<file path="src/hdl/mcmp_pkg.sv">
package mcmp_pkg;

  typedef enum logic [1:0] {
    PHASE_IDLE       = 2'd0,
    PHASE_TWO_FIRST  = 2'd1,
    PHASE_TWO_SECOND = 2'd2,
    PHASE_ONE        = 2'd3
  } line_phase_e;

  typedef enum logic [2:0] {
    KIND_NOTE_OFF     = 3'd0,
    KIND_NOTE_ON      = 3'd1,
    KIND_KEY_PRESSURE = 3'd2,
    KIND_CONTROL      = 3'd3,
    KIND_PROGRAM      = 3'd4,
    KIND_CHAN_PRESS   = 3'd5,
    KIND_BEND         = 3'd6,
    KIND_SYSTEM       = 3'd7
  } msg_kind_e;

  localparam int unsigned ADDR_W = 3;
  localparam logic [ADDR_W-1:0] REG_LISTEN_CHANNEL = 3'd0;

  localparam int unsigned TDATA_OUT_W = 64;
  localparam int unsigned TUSER_OUT_W = 5;

endpackage

</file>
<file path="src/hdl/midi_channel_message_parser_unit.sv">
// Parses a stream of received MIDI bytes, one byte per slave beat, into channel voice
// messages for the channel held in the listen_channel register (byte address 0).
// Every input byte gives exactly one master beat: tuser flags a completed message with
// its kind, or a framing error, and tdata carries the data bytes, the 14-bit bend value
// and the running error count. A byte can be accepted in every cycle; its result is
// registered in the output register, and input is stalled only while that register
// holds a result that the master side has not taken. Running status is not supported.
module midi_channel_message_parser_unit (
  input  logic                               clk_i,
  input  logic                               rst_ni,
  // APB-style configuration port.
  input  logic                               psel,
  input  logic                               penable,
  input  logic                               pwrite,
  input  logic [mcmp_pkg::ADDR_W-1:0]        paddr,
  input  logic [31:0]                        pwdata,
  output logic [31:0]                        prdata,
  output logic                               pready,
  // Slave side: tdata[7:0] rx_byte.
  input  logic                               s_axis_tvalid,
  output logic                               s_axis_tready,
  input  logic [7:0]                         s_axis_tdata,
  // Master side: tdata[6:0] first_data, [13:7] second_data, [27:14] bend_value,
  // [59:28] error_total, [63:60] zero.
  output logic                               m_axis_tvalid,
  input  logic                               m_axis_tready,
  output logic [mcmp_pkg::TDATA_OUT_W-1:0]   m_axis_tdata,
  // Master side: tuser[0] message_done, [3:1] message_kind, [4] byte_error.
  output logic [mcmp_pkg::TUSER_OUT_W-1:0]   m_axis_tuser
);
  import mcmp_pkg::*;

  logic [3:0]  listen_channel_q;
  line_phase_e phase_q, phase_d;
  msg_kind_e   held_status_q, held_status_d;
  logic [6:0]  held_first_q, held_first_d;
  logic [31:0] error_counter_q, error_counter_d;

  logic        out_valid_q;
  logic        done_d, err_d;
  msg_kind_e   kind_d;
  logic [6:0]  first_d, second_d;
  logic [13:0] bend_d;
  logic        done_q, err_q;
  msg_kind_e   kind_q;
  logic [6:0]  first_q, second_q;
  logic [13:0] bend_q;

  logic in_fire;
  logic is_status;
  logic cfg_write;

  assign pready    = 1'b1;
  assign cfg_write = psel && penable && pwrite && pready && (paddr == REG_LISTEN_CHANNEL);
  assign prdata    = (paddr == REG_LISTEN_CHANNEL) ? {28'd0, listen_channel_q} : 32'd0;

  always_ff @(posedge clk_i or negedge rst_ni) begin
    if (!rst_ni) begin
      listen_channel_q <= 4'd0;
    end else if (cfg_write) begin
      listen_channel_q <= pwdata[3:0];
    end
  end

  assign s_axis_tready = !out_valid_q || m_axis_tready;
  assign in_fire       = s_axis_tvalid && s_axis_tready;
  assign is_status     = s_axis_tdata[7];

  always_comb begin
    phase_d         = phase_q;
    held_status_d   = held_status_q;
    held_first_d    = held_first_q;
    done_d          = 1'b0;
    err_d           = 1'b0;
    kind_d          = KIND_NOTE_OFF;
    first_d         = 7'd0;
    second_d        = 7'd0;
    bend_d          = 14'd0;
    unique case (phase_q)
      PHASE_IDLE: begin
        if (!is_status) begin
          err_d = 1'b1;
        end else if (s_axis_tdata[6:4] != KIND_SYSTEM &&
                     s_axis_tdata[3:0] == listen_channel_q) begin
          held_status_d = msg_kind_e'(s_axis_tdata[6:4]);
          if (s_axis_tdata[6:4] == KIND_PROGRAM || s_axis_tdata[6:4] == KIND_CHAN_PRESS) begin
            phase_d = PHASE_ONE;
          end else begin
            phase_d = PHASE_TWO_FIRST;
          end
        end
      end
      PHASE_TWO_FIRST: begin
        if (is_status) begin
          err_d   = 1'b1;
          phase_d = PHASE_IDLE;
        end else begin
          held_first_d = s_axis_tdata[6:0];
          phase_d      = PHASE_TWO_SECOND;
        end
      end
      PHASE_TWO_SECOND: begin
        phase_d = PHASE_IDLE;
        if (is_status) begin
          err_d = 1'b1;
        end else begin
          done_d   = 1'b1;
          kind_d   = held_status_q;
          first_d  = held_first_q;
          second_d = s_axis_tdata[6:0];
          if (held_status_q == KIND_BEND) begin
            bend_d = {s_axis_tdata[6:0], held_first_q};
          end
        end
      end
      PHASE_ONE: begin
        phase_d = PHASE_IDLE;
        if (is_status) begin
          err_d = 1'b1;
        end else begin
          done_d  = 1'b1;
          kind_d  = held_status_q;
          first_d = s_axis_tdata[6:0];
        end
      end
      default: begin
        phase_d = PHASE_IDLE;
      end
    endcase
    error_counter_d = err_d ? error_counter_q + 32'd1 : error_counter_q;
  end

  always_ff @(posedge clk_i or negedge rst_ni) begin
    if (!rst_ni) begin
      phase_q         <= PHASE_IDLE;
      held_status_q   <= KIND_NOTE_OFF;
      held_first_q    <= 7'd0;
      error_counter_q <= 32'd0;
      out_valid_q     <= 1'b0;
    end else begin
      if (in_fire) begin
        phase_q         <= phase_d;
        held_status_q   <= held_status_d;
        held_first_q    <= held_first_d;
        error_counter_q <= error_counter_d;
        out_valid_q     <= 1'b1;
      end else if (m_axis_tready) begin
        out_valid_q <= 1'b0;
      end
    end
  end

  always_ff @(posedge clk_i) begin
    if (in_fire) begin
      done_q   <= done_d;
      err_q    <= err_d;
      kind_q   <= kind_d;
      first_q  <= first_d;
      second_q <= second_d;
      bend_q   <= bend_d;
    end
  end

  assign m_axis_tvalid = out_valid_q;
  assign m_axis_tdata  = {4'd0, error_counter_q, bend_q, second_q, first_q};
  assign m_axis_tuser  = {err_q, kind_q, done_q};

endmodule

</file>
<file path="config.mk">
export PLATFORM = sky130hd
export DESIGN_NAME = midi_channel_message_parser_unit
export DESIGN_NICKNAME = d
export VERILOG_FILES = /design/src/hdl/mcmp_pkg.sv /design/src/hdl/midi_channel_message_parser_unit.sv
export SDC_FILE = /design/constraint.sdc
export NUM_CORES = 1
export LEC_CHECK = 0
export ABC_AREA = 1
export BUFFER_PORTS_ARGS = -buffer_cell sky130_fd_sc_hd__buf_2
export CAP_MARGIN = 10
export CORE_MARGIN = 2
export CORE_UTILIZATION = 49
export DETAILED_ROUTE_END_ITERATION = 8
export PLACE_DENSITY_LB_ADDON = 0.05
export SETUP_SLACK_MARGIN = 0.1
export SLEW_MARGIN = 10
export SYNTH_ARGS = -nofsm -noshare
export SYNTH_HDL_FRONTEND = slang
export SYNTH_SLANG_ARGS = --single-unit
</file>
<file path="constraint.sdc">
create_clock -name clk_i -period 5.7 [get_ports clk_i]
set_input_delay 0.285 -clock clk_i [delete_from_list [all_inputs] [get_ports clk_i]]
set_output_delay 0.285 -clock clk_i [all_outputs]
set_load 0.01 [all_outputs]
</file>
==> metrics <==
Data arrival, critical path 2.30 ns; type of destination of the critical path register; detail-routed via count per cell roughly 4.8; post-synthesis instance area 0.00438 sq mm; count of max-cap constraint violations 0; top cells by area in the synthesized netlist sky130_fd_sc_hd__dfrtp_1 (28%), sky130_fd_sc_hd__edfxtp_1 (23%), sky130_fd_sc_hd__nand2_1 (14%); period utilization 0.361; Port Buf Inserts 92; first-pass GRT wire length 15400 um; part of the Yosys area used for sequential elements 0.506; number of endpoints with negative hold slack in the final report 0; chip width slightly below 100 um; final cell area excluding filler cells approximately 0.005 sq mm; clock network power share 0.287; total length of routed wires roughly 9300 um; DR WL/cell 12.7 um; static power due to leakage 2.55 nW; number of remaining DRC errors 0; f_max 486 MHz; Final Skew 0.0116 ns; final RePlAce weighted congestion 0.888; count of boundary I/O pins 154; Longest Clk Path Bufs 2; number of pins with negative max-slew slack in the final report 0; #FFs+latches synth 82; Worst R2R Start m_axis_tvalid$_DFFE_PN0P_; TritonCTS clock tree yes; most instantiated flip-flop cell in the synthesis netlist sky130_fd_sc_hd__dfrtp_1; WP data required 5.95 ns; internal power 0.999 mW; total overflow reported by the global router 0; core region area between 0.008 and 0.009 sq mm; critical path class reg -> reg; number of optimization iterations in the first detailed-route pass 4; Post-layout nets 669; Resized cells post-CTS 0; number of buffers created by CTS 9; Row Count 34; number of buffers added to fix hold violations after cts 0; Setup violations, final 0; buffer type at the clock tree root sky130_fd_sc_hd__clkbuf_8; number of warnings printed during yosys synthesis 0; share of layout cells above drive strength 1 0.213; Tightest Pin Transition between 0.6 and 0.7 ns; terminus of the critical flop-to-flop path error_counter_q[9]$_DFFE_PN0P_; Die Outline Area 0.00972 sq mm; depth of the worst register-to-register path 6; depth of the CTS H-tree 3; insertion delay to the later sink of the worst-skew pair 0.36 ns; RSZ-0062 raised after global routing false; dominant cell by count in the synthesized netlist sky130_fd_sc_hd__nand2_1; number of vias in the routed layout around 3500; Combinational Power Share 0.204; min Tclk post-route 2.06 ns; Detail Route Antenna Nets 0; Fin Setup TNS 0 ns; die extent in y a little under 100 um; ranking of synthesized cells by instance count sky130_fd_sc_hd__nand2_1 (166), sky130_fd_sc_hd__nor2_1 (78), sky130_fd_sc_hd__inv_1 (59); relative contribution of sequential cells to total power 0.509; Max IR drop VDD 0.000142 V; Sw Pwr 0.483 mW; average footprint of a synthesized cell between 8 and 9 sq um; DP Wirelength 6850 um; share of synthesized flip-flops with an asynchronous set or reset 0.598; max_slew headroom 0.559; highest net fanout along the worst path 37; power density over the cells just under 300 mW/mm^2; slack of the worst reg-to-reg path 3.64 ns; Sw Share 0.326; effective utilization at floorplan 0.505; number of distinct standard cells referenced by the synthesized netlist 33; Sinks on Clock Net 82; largest net degree at the start of global routing 50; status completed; number of global-route vias before repair about 3200; type of the worst min-delay path in -> async; overall power consumption 1.48 mW; clock input transition at the sequential cells of the worst setup and hold paths ~0.090 ns; all-layer global routing usage 0.198; share of the core filled with cells in the final layout 0.575; Synth Instances 523; library cell with the largest summed area after synthesis sky130_fd_sc_hd__dfrtp_1; Iter 0 DRT Violations roughly 180; Synth-to-Final Area Change 13.9%; DP Area roughly 0.0048 sq mm; startpoint types register; antenna violations before repair 0; count of flip-flops with a built-in enable after synthesis 33; post-synth top area share 0.280; Inserted Diodes 0; post-CTS repair timing setup buffer count 0
[worst max-delay path by stage]
stage | slack (ns) | cells after the start | to | startpoint
floorplan | 3.78 | 6 | error_counter_q[10]$_DFFE_PN0P_ | m_axis_tvalid$_DFFE_PN0P_
global placement | 3.70 | 6 | error_counter_q[11]$_DFFE_PN0P_ | m_axis_tvalid$_DFFE_PN0P_
detailed placement | 3.64 | 6 | error_counter_q[11]$_DFFE_PN0P_ | m_axis_tvalid$_DFFE_PN0P_
CTS | 3.63 | 6 | error_counter_q[11]$_DFFE_PN0P_ | m_axis_tvalid$_DFFE_PN0P_
global route | 3.43 | 6 | error_counter_q[9]$_DFFE_PN0P_ | m_axis_tvalid$_DFFE_PN0P_
finish | 3.64 | 6 | error_counter_q[9]$_DFFE_PN0P_ | m_axis_tvalid$_DFFE_PN0P_
[placed cells by master, fill, tap and decap left out, types with 2 or more instances in the layout]
cell type and n:
sky130_fd_sc_hd__dfrtp_1 49, sky130_fd_sc_hd__xnor2_1 5, sky130_fd_sc_hd__o21ai_0 11, sky130_fd_sc_hd__xnor2_2 2, sky130_fd_sc_hd__nor2_4 4, sky130_fd_sc_hd__nor3_4 2, sky130_fd_sc_hd__buf_4 2, sky130_fd_sc_hd__o32ai_1 7
sky130_fd_sc_hd__nor2_8 2, sky130_fd_sc_hd__clkinv_4 2, sky130_fd_sc_hd__nand2_4 2, sky130_fd_sc_hd__nor2_2 2, sky130_fd_sc_hd__nand2_2 6, sky130_fd_sc_hd__inv_2 3, sky130_fd_sc_hd__buf_2 92, sky130_fd_sc_hd__xor2_1 8
sky130_fd_sc_hd__nand3_1 21, sky130_fd_sc_hd__nand4_1 10, sky130_fd_sc_hd__nor2_1 78, sky130_fd_sc_hd__edfxtp_1 33, sky130_fd_sc_hd__nand2_1 166, sky130_fd_sc_hd__nor3_1 3, sky130_fd_sc_hd__conb_1 33, sky130_fd_sc_hd__clkbuf_8 9
sky130_fd_sc_hd__inv_1 59
[cells by family (layout without fill, tap and decap cells)]
group                      Yosys count  count (layout)  share of synthesized area
other                                2              33                    0.00171
adders and majority gates            1               1                    0.00285
DFF                                 82              82                      0.506
buffers and inverters              103             172                      0.124
and+or+nand+nor                    298             298                      0.297
xor gates and xnor gates            15              15                     0.0334
AOI/OAI and AO/OA                   22              22                     0.0351
[metrics by stage]
stage	setup slack, ns	hold slack, ns	std cells
6_report	3.64	0.0270	731
5_1_grt	3.43	0.0948	731
4_1_cts	3.63	0.0530	731
3_5_place_dp	3.64	0.444	715
3_3_place_gp	3.70	0.434	715
2_1_floorplan	3.78	-0.0106	554
[metal layers]
| metal | global-route usage | up-vias | wire, um |
|---|---|---|---|
| met5 | 0 | - | 0 |
| met4 | 0.0611 | 0 | 136 |
| met3 | 0.0390 | 11 | 542 |
| met2 | 0.292 | 106 | 3980 |
| met1 | 0.298 | 1604 | 4610 |
| li1 | - | 1770 | - |
[flip-flops by register name (all words and copies together), names as in the netlist, 2 cells and up]
name              flops
bend_q               14
phase_q               2
second_q              7
listen_channel_q      4
first_q               7
kind_q                3
error_counter_q      32
held_status_q         3
held_first_q          7
[power by group through the flow]
stage                     clock (mW)  sequential, mW  combinational (mW)
final                          0.425           0.754               0.302
after global routing           0.456           0.765               0.346
after CTS                      0.433           0.754               0.305
after detailed placement           0           0.767               0.304
after global placement             0           0.764               0.297
after floorplan                    0           0.771               0.229
[layout make-up]
cell class                      count  area (sq um)
Inverter                           62           233
Tap cell                          108           135
Clock buffer                       10           128
Timing Repair Buffer               94           475
Clock inverter                      6          65.1
Sequential cell                    82          2220
Fill cell                         833          3690
Multi-Input combinational cell    369          1740
[worst max-delay path, stage by stage (launching register included)]
cell and delay, ns:
sky130_fd_sc_hd__dfrtp_1 0.43, sky130_fd_sc_hd__a21oi_4 0.15, sky130_fd_sc_hd__buf_4 0.41, sky130_fd_sc_hd__nand2_4 0.35, sky130_fd_sc_hd__nor2_4 0.32, sky130_fd_sc_hd__nand2_1 0.11
sky130_fd_sc_hd__xnor2_1 0.14
Power figures use the tool's default switching activity.
